===== src/ip_fragment_interval_tracker_defines.svh =====
// ---------------------------------------------------------------------------
// Assertion macros for the fragment interval tracker.
// Defining NO_ASSERTIONS turns every check into an empty statement.
// ---------------------------------------------------------------------------
`ifndef IP_FRAGMENT_INTERVAL_TRACKER_DEFINES_SVH
`define IP_FRAGMENT_INTERVAL_TRACKER_DEFINES_SVH
`ifndef NO_ASSERTIONS
`define IFT_ASSERT_IMPL(label, clk, rst, ante, cons) \
   label: assert property (@(posedge clk) disable iff (rst) (ante) |-> (cons)) \
      else $error("ift check failed");
`define IFT_ASSERT_NEXT(label, clk, rst, ante, cons) \
   label: assert property (@(posedge clk) disable iff (rst) (ante) |=> (cons)) \
      else $error("ift check failed");
`else
`define IFT_ASSERT_IMPL(label, clk, rst, ante, cons)
`define IFT_ASSERT_NEXT(label, clk, rst, ante, cons)
`endif
`endif


===== src/ift_pkg.sv =====
// ---------------------------------------------------------------------------
// ift_pkg
// Types and constants shared by the fragment interval tracker modules.
// ---------------------------------------------------------------------------
package ift_pkg;

   localparam int unsigned POS_W = 17;
   localparam logic [16:0] MAX_TOTAL = 17'd65535;

   localparam logic [2:0] ST_PROGRESS = 3'd0;
   localparam logic [2:0] ST_COMPLETE = 3'd1;
   localparam logic [2:0] ST_INVALID  = 3'd2;
   localparam logic [2:0] ST_DONE     = 3'd3;
   localparam logic [2:0] ST_OVERSIZE = 3'd4;
   localparam logic [2:0] ST_FULL     = 3'd5;

   typedef enum logic [3:0] {
      S_IDLE,
      S_CHECK,
      S_SEARCH,
      S_PREV,
      S_TRIM,
      S_COVER,
      S_SUB,
      S_HEAD,
      S_SHIFT,
      S_STORE,
      S_FINISH,
      S_OUT
   } state_type;

   // Commands from the controller to the datapath.
   typedef struct packed {
      logic load;        // capture the input item
      logic clear;       // context reset
      logic check;       // length checks and length update
      logic search_step; // advance search index
      logic prev_load;   // read preceding interval
      logic trim;        // trim start against preceding interval
      logic cover_step;  // advance cover index
      logic sub_step;    // subtract one removed interval
      logic head;        // head trim of next follower
      logic shift_step;  // move one tail entry
      logic store;       // write new interval
      logic finish;      // completion check
      logic [2:0] drop_status;
      logic drop;        // finish with a drop status
   } cmd_type;

   // Status from the datapath to the controller.
   typedef struct packed {
      logic is_clear;
      logic is_finished;
      logic bad;         // length check failed
      logic empty;       // end <= start
      logic search_more;
      logic cover_more;
      logic sub_more;
      logic shift_more;
      logic full;
   } stat_type;

endpackage


===== src/ift_datapath.sv =====
// ---------------------------------------------------------------------------
// ift_datapath
// Interval table, length and byte counters, and the result register.
// ---------------------------------------------------------------------------
`include "ip_fragment_interval_tracker_defines.svh"
module ift_datapath #(
   parameter int unsigned MAX_INTERVALS = 16,
   parameter int unsigned IDX_W = 4,
   parameter int unsigned CNT_W = 5
) (
   input  logic            clock,
   input  logic            reset,
   input  ift_pkg::cmd_type cmd,
   output ift_pkg::stat_type stat,
   input  logic [36:0]     in_data,
   output logic [70:0]     out_data
);
   import ift_pkg::*;

   logic [POS_W-1:0] start_mem [MAX_INTERVALS];
   logic [POS_W-1:0] end_mem   [MAX_INTERVALS];

   logic [CNT_W-1:0] count_ff, count_in;
   logic [POS_W-1:0] total_ff, total_in;
   logic [POS_W-1:0] recv_ff, recv_in;
   logic             first_ff, first_in, last_ff, last_in, fin_ff, fin_in;

   logic             req_ff;
   logic [POS_W-1:0] off_ff, off_in, end_ff, end_in;
   logic             mf_ff;
   logic [5:0]       hdr_ff;
   logic [CNT_W-1:0] pos_ff, pos_in, j_ff, j_in, k_ff, k_in;
   logic [POS_W-1:0] pend_ff;
   logic [70:0]      out_ff, out_in;

   // Raw end, computed from the captured item.
   logic [POS_W-1:0] raw_end, rnd_end, chk_end;
   logic             bad_c;
   logic [CNT_W-1:0] removed, tail_last;
   logic [IDX_W-1:0] pos_i, j_i, k_i;
   // Header plus payload needs one bit more than a byte position.
   logic [POS_W:0]   len_sum;

   assign pos_i = pos_ff[IDX_W-1:0];
   assign j_i   = j_ff[IDX_W-1:0];
   assign k_i   = k_ff[IDX_W-1:0];
   assign removed = j_ff - pos_ff;
   assign len_sum = {12'd0, hdr_ff} + {1'b0, total_ff};

   always_comb begin
      raw_end = off_ff + end_ff;  // end_ff holds payload until CHECK
      rnd_end = {raw_end[POS_W-1:3], 3'b000};
      chk_end = mf_ff ? rnd_end : raw_end;
      if (!mf_ff) begin
         bad_c = (raw_end < total_ff) || (last_ff && raw_end != total_ff);
      end else begin
         bad_c = (rnd_end > total_ff) && last_ff;
      end
   end

   always_comb begin
      stat.is_clear    = req_ff;
      stat.is_finished = fin_ff;
      stat.bad         = bad_c;
      stat.empty       = end_ff <= off_ff;
      stat.search_more = (pos_ff < count_ff) && (start_mem[pos_i] < off_ff);
      stat.cover_more  = (j_ff < count_ff) && (start_mem[j_i] < end_ff)
                         && (end_mem[j_i] <= end_ff);
      stat.full        = (count_ff - removed + 1'b1) > CNT_W'(MAX_INTERVALS);
      stat.sub_more    = k_ff < j_ff;
      stat.shift_more  = (k_ff != CNT_W'(0));
   end

   // Number of entries that follow the covered run.
   assign tail_last = count_ff - j_ff;

   always_comb begin
      count_in = count_ff; total_in = total_ff; recv_in = recv_ff;
      first_in = first_ff; last_in = last_ff; fin_in = fin_ff;
      off_in = off_ff; end_in = end_ff; pos_in = pos_ff; j_in = j_ff; k_in = k_ff;
      out_in = out_ff;
      if (cmd.load) begin
         off_in = {1'b0, in_data[13:1], 3'b000};
         end_in = {1'b0, in_data[30:15]};
      end
      if (cmd.clear) begin
         count_in = '0; total_in = '0; recv_in = '0;
         first_in = 1'b0; last_in = 1'b0; fin_in = 1'b0;
         out_in = {17'd0, 17'd0, 17'd0, 17'd0, ST_PROGRESS};
      end
      if (cmd.check) begin
         end_in = chk_end;
         pos_in = '0;
         if (!mf_ff) begin
            last_in = 1'b1; total_in = raw_end;
         end else if (rnd_end > total_ff) begin
            total_in = rnd_end;
         end
      end
      if (cmd.search_step) pos_in = pos_ff + 1'b1;
      if (cmd.trim && pos_ff != '0 && pend_ff > off_ff) off_in = pend_ff;
      if (cmd.trim) j_in = pos_ff;
      if (cmd.cover_step) j_in = j_ff + 1'b1;
      if (cmd.prev_load) k_in = pos_ff;
      if (cmd.sub_step) begin
         recv_in = recv_ff - (end_mem[k_i] - start_mem[k_i]);
         k_in = k_ff + 1'b1;
      end
      if (cmd.head) begin
         if (j_ff < count_ff && start_mem[j_i] < end_ff)
            recv_in = recv_ff - (end_ff - start_mem[j_i]);
         k_in = tail_last;
      end
      if (cmd.shift_step) k_in = k_ff - 1'b1;
      if (cmd.store) begin
         count_in = count_ff - removed + 1'b1;
         recv_in = recv_ff + (end_ff - off_ff);
         if (off_ff == '0) first_in = 1'b1;
      end
      if (cmd.finish) begin
         out_in = {17'd0, recv_ff, end_ff, off_ff, ST_PROGRESS};
         if (first_ff && last_ff && recv_ff == total_ff) begin
            fin_in = 1'b1;
            if (len_sum > {1'b0, MAX_TOTAL}) begin
               out_in[2:0] = ST_OVERSIZE;
            end else begin
               out_in[2:0] = ST_COMPLETE;
               out_in[70:54] = len_sum[POS_W-1:0];
            end
         end
      end
      if (cmd.drop) out_in = {17'd0, recv_ff, 17'd0, 17'd0, cmd.drop_status};
   end

   // Table writes: head trim, tail move and the new entry. The tail moves top
   // down when it grows by one slot and bottom up when it closes a gap.
   logic [CNT_W-1:0] step_idx, src_idx, dst_idx;
   assign step_idx = (removed == '0) ? k_ff : (tail_last - k_ff + 1'b1);
   assign src_idx = j_ff + step_idx - 1'b1;
   assign dst_idx = pos_ff + step_idx;

   always_ff @(posedge clock) begin
      if (cmd.prev_load && pos_ff != '0)
         pend_ff <= end_mem[IDX_W'(pos_ff - 1'b1)];
      if (cmd.head && j_ff < count_ff && start_mem[j_i] < end_ff)
         start_mem[j_i] <= end_ff;
      if (cmd.shift_step && k_ff != '0) begin
         start_mem[dst_idx[IDX_W-1:0]] <= start_mem[src_idx[IDX_W-1:0]];
         end_mem[dst_idx[IDX_W-1:0]]   <= end_mem[src_idx[IDX_W-1:0]];
      end
      if (cmd.store) begin
         start_mem[pos_i] <= off_ff;
         end_mem[pos_i]   <= end_ff;
      end
   end

   always_ff @(posedge clock) begin
      if (cmd.load) begin
         req_ff <= in_data[0];
         mf_ff  <= in_data[14];
         hdr_ff <= in_data[36:31];
      end
      off_ff <= off_in; end_ff <= end_in;
      pos_ff <= pos_in; j_ff <= j_in; k_ff <= k_in;
      out_ff <= out_in;
      if (reset) begin
         count_ff <= '0; total_ff <= '0; recv_ff <= '0;
         first_ff <= 1'b0; last_ff <= 1'b0; fin_ff <= 1'b0;
      end else begin
         count_ff <= count_in; total_ff <= total_in; recv_ff <= recv_in;
         first_ff <= first_in; last_ff <= last_in; fin_ff <= fin_in;
      end
   end

   assign out_data = out_ff;

   `IFT_ASSERT_IMPL(a_count_range, clock, reset, 1'b1, count_ff <= CNT_W'(MAX_INTERVALS))
   `IFT_ASSERT_NEXT(a_store_grows, clock, reset, cmd.store, count_ff != '0)
   `IFT_ASSERT_NEXT(a_clear_zero, clock, reset, cmd.clear, recv_ff == '0 && !fin_ff)
endmodule


===== src/ift_ctrl.sv =====
// ---------------------------------------------------------------------------
// ift_ctrl
// Sequencer that walks the interval table for one fragment.
// ---------------------------------------------------------------------------
`include "ip_fragment_interval_tracker_defines.svh"
module ift_ctrl (
   input  logic              clock,
   input  logic              reset,
   input  logic              in_valid,
   output logic              in_ready,
   output logic              out_valid,
   input  logic              out_ready,
   output ift_pkg::cmd_type  cmd,
   input  ift_pkg::stat_type stat
);
   import ift_pkg::*;

   state_type state_ff, state_in;

   always_comb begin
      state_in = state_ff;
      case (state_ff)
         S_IDLE:   if (in_valid) state_in = S_CHECK;
         S_CHECK: begin
            if (stat.is_clear || stat.is_finished || stat.bad) state_in = S_OUT;
            else state_in = S_SEARCH;
         end
         S_SEARCH: begin
            // Empty check uses the end set by the length check.
            if (stat.empty) state_in = S_OUT;
            else if (!stat.search_more) state_in = S_PREV;
         end
         S_PREV:   state_in = S_TRIM;
         S_TRIM:   state_in = S_COVER;
         S_COVER: begin
            if (stat.empty) state_in = S_OUT;
            else if (!stat.cover_more) state_in = stat.full ? S_OUT : S_SUB;
         end
         S_SUB:    if (!stat.sub_more) state_in = S_HEAD;
         S_HEAD:   state_in = S_SHIFT;
         S_SHIFT:  if (!stat.shift_more) state_in = S_STORE;
         S_STORE:  state_in = S_FINISH;
         S_FINISH: state_in = S_OUT;
         S_OUT:    if (out_ready) state_in = S_IDLE;
         default:  state_in = S_IDLE;
      endcase
   end

   always_comb begin
      cmd = '0;
      in_ready = state_ff == S_IDLE;
      out_valid = state_ff == S_OUT;
      case (state_ff)
         S_IDLE: cmd.load = in_valid;
         S_CHECK: begin
            if (stat.is_clear) cmd.clear = 1'b1;
            else if (stat.is_finished) begin
               cmd.drop = 1'b1; cmd.drop_status = ST_DONE;
            end else if (stat.bad) begin
               cmd.drop = 1'b1; cmd.drop_status = ST_INVALID;
            end else cmd.check = 1'b1;
         end
         S_SEARCH: begin
            if (stat.empty) begin
               cmd.drop = 1'b1; cmd.drop_status = ST_INVALID;
            end else cmd.search_step = stat.search_more;
         end
         S_PREV: cmd.prev_load = 1'b1;
         S_TRIM: cmd.trim = 1'b1;
         S_COVER: begin
            if (stat.empty) begin
               cmd.drop = 1'b1; cmd.drop_status = ST_INVALID;
            end else if (stat.cover_more) cmd.cover_step = 1'b1;
            else if (stat.full) begin
               cmd.drop = 1'b1; cmd.drop_status = ST_FULL;
            end
         end
         S_SUB:    cmd.sub_step = stat.sub_more;
         S_HEAD:   cmd.head = 1'b1;
         S_SHIFT:  cmd.shift_step = stat.shift_more;
         S_STORE:  cmd.store = 1'b1;
         S_FINISH: cmd.finish = 1'b1;
         default:  cmd = '0;
      endcase
   end

   always_ff @(posedge clock) begin
      if (reset) state_ff <= S_IDLE;
      else state_ff <= state_in;
   end

   `IFT_ASSERT_IMPL(a_one_side, clock, reset, 1'b1, !(in_ready && out_valid))
   `IFT_ASSERT_NEXT(a_out_hold, clock, reset, out_valid && !out_ready, out_valid)
   `IFT_ASSERT_NEXT(a_accept_work, clock, reset, in_valid && in_ready, !in_ready)
endmodule


===== src/ip_fragment_interval_tracker.sv =====
// ---------------------------------------------------------------------------
// ip_fragment_interval_tracker
// Reassembly bookkeeping for one IPv4 datagram over an offset-sorted table.
// ---------------------------------------------------------------------------
// Channel  Ports                   Contents
// req      req_t{valid,ready,data,user}  one fragment or clear request per beat
// rsp      rsp_t{valid,ready,data}  one status beat per request beat
//
// A fragment's walk moves one table entry per cycle. Drops end earlier; a clear
// or an already complete datagram goes from the check straight to the result.
// Reset is synchronous and empties the context; table contents need no clear.
// The block holds one beat at a time; rsp stalls hold the result register.
// ---------------------------------------------------------------------------
module ip_fragment_interval_tracker #(
   parameter int unsigned MAX_INTERVALS = 16
) (
   input  logic        clock,
   input  logic        reset,
   input  logic        req_tvalid,
   output logic        req_tready,
   // offset_units, more_fragments, payload_bytes, header_bytes
   input  logic [39:0] req_tdata,
   // req_type
   input  logic        req_tuser,
   output logic        rsp_tvalid,
   input  logic        rsp_tready,
   // status, kept_start, kept_end, bytes_held, total_length
   output logic [71:0] rsp_tdata
);
   import ift_pkg::*;

   localparam int unsigned IDX_W = (MAX_INTERVALS > 1) ? $clog2(MAX_INTERVALS) : 1;
   localparam int unsigned CNT_W = $clog2(MAX_INTERVALS + 1) + 1;

   cmd_type   cmd;
   stat_type  stat;
   logic [70:0] dp_out;

   ift_ctrl u_ctrl (
      .clock(clock), .reset(reset),
      .in_valid(req_tvalid), .in_ready(req_tready),
      .out_valid(rsp_tvalid), .out_ready(rsp_tready),
      .cmd(cmd), .stat(stat)
   );

   ift_datapath #(.MAX_INTERVALS(MAX_INTERVALS), .IDX_W(IDX_W), .CNT_W(CNT_W)) u_dp (
      .clock(clock), .reset(reset), .cmd(cmd), .stat(stat),
      .in_data({req_tdata[35:0], req_tuser}), .out_data(dp_out)
   );

   assign rsp_tdata = {1'b0, dp_out};
endmodule


===== config.mk =====
export PLATFORM = sky130hd
export DESIGN_NAME = ip_fragment_interval_tracker
export DESIGN_NICKNAME = d
export VERILOG_FILES = /design/src/ift_pkg.sv /design/src/ift_datapath.sv /design/src/ift_ctrl.sv /design/src/ip_fragment_interval_tracker.sv
export VERILOG_INCLUDE_DIRS = /design/src /design/src/src
export SDC_FILE = /design/constraint.sdc
export NUM_CORES = 2
export LEC_CHECK = 0
export ABC_AREA = 0
export BUFFER_PORTS_ARGS = -buffer_cell sky130_fd_sc_hd__buf_4
export CELL_PAD_IN_SITES_DETAIL_PLACEMENT = 1
export CELL_PAD_IN_SITES_GLOBAL_PLACEMENT = 2
export CORE_MARGIN = 10
export CORE_UTILIZATION = 45
export DETAILED_ROUTE_END_ITERATION = 16
export GPL_TIMING_DRIVEN = 0
export PLACE_DENSITY_LB_ADDON = 0.15
export SYNTH_ARGS = -nofsm -noshare
export SYNTH_HDL_FRONTEND = slang
export SYNTH_HIERARCHICAL = 1
export SYNTH_SLANG_ARGS = --single-unit

===== constraint.sdc =====
create_clock -name clock -period 19.4 [get_ports clock]
set_clock_uncertainty 0.15 [all_clocks]
set_input_delay 0.97 -clock clock [delete_from_list [all_inputs] [get_ports clock]]
set_output_delay 0.97 -clock clock [all_outputs]
set_load 0.02 [all_outputs]

==> flow_summary.toml <==
[clocking]
cts_made_buffers = 93
post-cts-setup-buffers = 0
cts_buffer_depth = 3
cts_tree = "yes"
cts_resized = 0
clk_pin_slew_ps = 70
clock_latency_ps = 740
ctsHtreeMaxLevel = 3
cts_sinks = 751
postCtsHoldBufs = 0
cts_root_buf = "clkbuf_16"

[status]
status = "complete, but fails checks"
violations = "capacitance limit, slew limit"

[placement]
place_area_mm2 = 0.06267
io_buffers = 113
gp_congestion = 1.036
hpwl_um = 237800

[setup_path]
worstPathRequired_ps = 19930
crit_type = "reg2reg"
rrSetupSlack_ps = 8770
crit_path_frequent_cell = "clkbuf_1"
path_max_fanout = 10
rr_worst_depth = 29
cp-start-kind = "register"
slowest_stage = "clkbuf_1"
cp-end-kind = "register"
cp-startpoint = "u_dp/end_ff[1]$_DFFE_PP_"
reg2reg_to = "u_dp/out_data[23]$_SDFFE_PP0P_"
slowest_delay_ps = 1090
regToRegStartpoint = "u_dp/end_ff[1]$_DFFE_PP_"
endpoint = "u_dp/out_data[23]$_SDFFE_PP0P_"
cp.arrival_ps = 11160

[timing]
period_needed_ps = 10630
relSlewSlack = -0.06425
hold_ws_ps = 262.4
tightest_slew_ps = 1596
rsz0062_at_grt = "no"
setup_viol = 0
fmax_mhz = 94.06
final_hold_viol_count = 0
maxSlewViolCount = 30
setup_tns_ps = 0
fin_crit_sh = 0.5480

[yosys]
synth-edff-count = 641
synth_area_leader_cell = "edfxtp_1"
synth_top_family_by_area = "multiplexers"
synth-simple-area-share = 0.08055
async_flop_share = 0
synth_top_cells_by_area = "edfxtp_1 (32%), mux4_2 (24%), mux2i_1 (5.7%), ha_1 (4.7%), nand2_1 (4.1%)"
synthMuxAreaShare = 0.3155
synth.distinct_cells = 89
synth_compound_area_frac = 0.1022
syn-cell-area_mm2 = 0.05929
synth_ff_type = "edfxtp_1"
synth_cells = 5103
synth_xor_area_frac = 0.02030
ys_seq_area_frac = 0.3618
yosysWarnings = 6
synth_adder_area_share = 0.06618
synth_fp_nets = 5428
synth_top_area_share = 0.3246
ys_seq_elements = 751
avgSynthCellArea_um2 = 11.62

[global_route]
grt_pass1_vias = 48420
grt_max_degree = 21
overflow = 0
grt_pass1_wl_um = 394000
antenna_found_initial = 16
grt_usage = 0.3849

[cells_and_area]
fin_area_mm2 = 0.06594
final_nets = 5652
nFillCells = 13905
drive_above_1_share = 0.2065
regArea_mm2 = 0.02145
multiInputGateArea_mm2 = 0.03481
area_growth_syn_to_layout_pct = 11.21

[floorplanning]
fp.dieArea_mm2 = 0.1467
rows = 133
die_h_um = 383.0
start_util = 0.4522
core-area_mm2 = 0.1311
die_w_um = 383.0
ios = 119

[routing]
routed_via_density = 6.917
drt-pass1-iter-count = 8
drtIter0Drc = 7880
via_count = 49584
drt_drc_violations_left = 0
antenna_left = 0
routedWlPerCell_um = 40.28
wl_um = 288800

[worst_hold_path]
min_path_type = "in2reg"

[job]
cap_violations = 3
-- worst max-delay path, delay by kind of cell, from the launching register on --
| family | cells | cell delay [ps] |
|---|---|---|
| simple gates | 8 | 1820 |
| buf+inv | 8 | 4290 |
| flops | 1 | 660 |
| fa+ha+maj | 2 | 870 |
| compound gates | 10 | 2290 |
| xor+xnor | 1 | 460 |
-- metrics by stage --
step           std cells  worst slack (ps)    util
3_5_place_dp        6986              9058  0.4779
2_1_floorplan       5103             12660       -
3_3_place_gp        6971              7710  0.4754
4_1_cts             7159              9052  0.5024
6_report            7168              8768  0.5029
5_1_grt             7160              8584  0.5027
-- synthesized netlist by cell type (110+ instances only) --
library cell and n:
nand2_1 653, mux4_2 645, edfxtp_1 641, o21ai_0 457
clkbuf_1 361, mux2i_1 338, inv_1 278, ha_1 224
nor2_1 173, o21ai_1 165, a21oi_1 139, dfxtp_1 110
-- how the worst min path moves through the flow --
stage | from | endpoint | slack (ps) | cells past startpoint
after floorplan | u_dp/first_ff$_SDFF_PP0_ | u_dp/first_ff$_SDFF_PP0_ | 290 | 2
after global placement | u_dp/out_data[56]$_SDFFE_PP0P_ | u_dp/out_data[56]$_SDFFE_PP0P_ | 290 | 2
after detailed placement | u_dp/out_data[61]$_SDFFE_PP0P_ | u_dp/out_data[61]$_SDFFE_PP0P_ | 300 | 2
after CTS | req_tuser | u_dp/req_ff$_DFFE_PP_ | 230 | 1
after global routing | req_tuser | u_dp/req_ff$_DFFE_PP_ | 240 | 1
final | req_tuser | u_dp/req_ff$_DFFE_PP_ | 260 | 1
-- state kept, by name, indices dropped and copies added, names as in the netlist, 17 cells and up, named ones only --
| signal | count |
|---|---|
| u_dp/off_ff | 17 |
| u_dp/out_data | 71 |
| u_dp/recv_ff | 17 |
| u_dp/end_ff | 17 |
| u_dp/pend_ff | 17 |
| u_dp/end_mem | 272 |
| u_dp/total_ff | 17 |
| u_dp/start_mem | 272 |
-- cells in the final DEF, fill, tap and decap left out, types with 166 or more instances in the layout --
cell type / n
nor2_1: 173
inv_1: 278
clkbuf_1: 374
mux4_2: 645
mux2i_1: 338
o21ai_1: 166
edfxtp_1: 641
o21ai_0: 456
nand2_1: 653
ha_1: 224
-- kinds of logic after synthesis --
family                     Yosys count
AOI/OAI and AO/OA                 1047
adders and majority gates          280
xor gates and xnor gates           131
buffers and inverters              765
DFF                                751
muxes                             1038
and+or+nand+nor                   1090
other                                1
-- per-layer routing --
metal	global-route usage	wire length, µm
met3	0.1898	45030
met5	0.01785	458
met1	0.4918	108300
met4	0.1690	15760
met2	0.5457	119300
-- final cells by class --
cell class / instances / area share
Antenna cell: 8 / 0.0003036
Buffer: 485 / 0.03228
Clock buffer: 116 / 0.03766
Clock inverter: 57 / 0.01093
Inverter: 280 / 0.01594
Multi-Input combinational cell: 3587 / 0.5279
Sequential cell: 751 / 0.3253
Tap cell: 1755 / 0.03330
Timing Repair Buffer: 129 / 0.01643
Power is left out: the tool's default activity adds up to more than one toggle a clock period on the data nets, which glitch-free logic cannot reach.
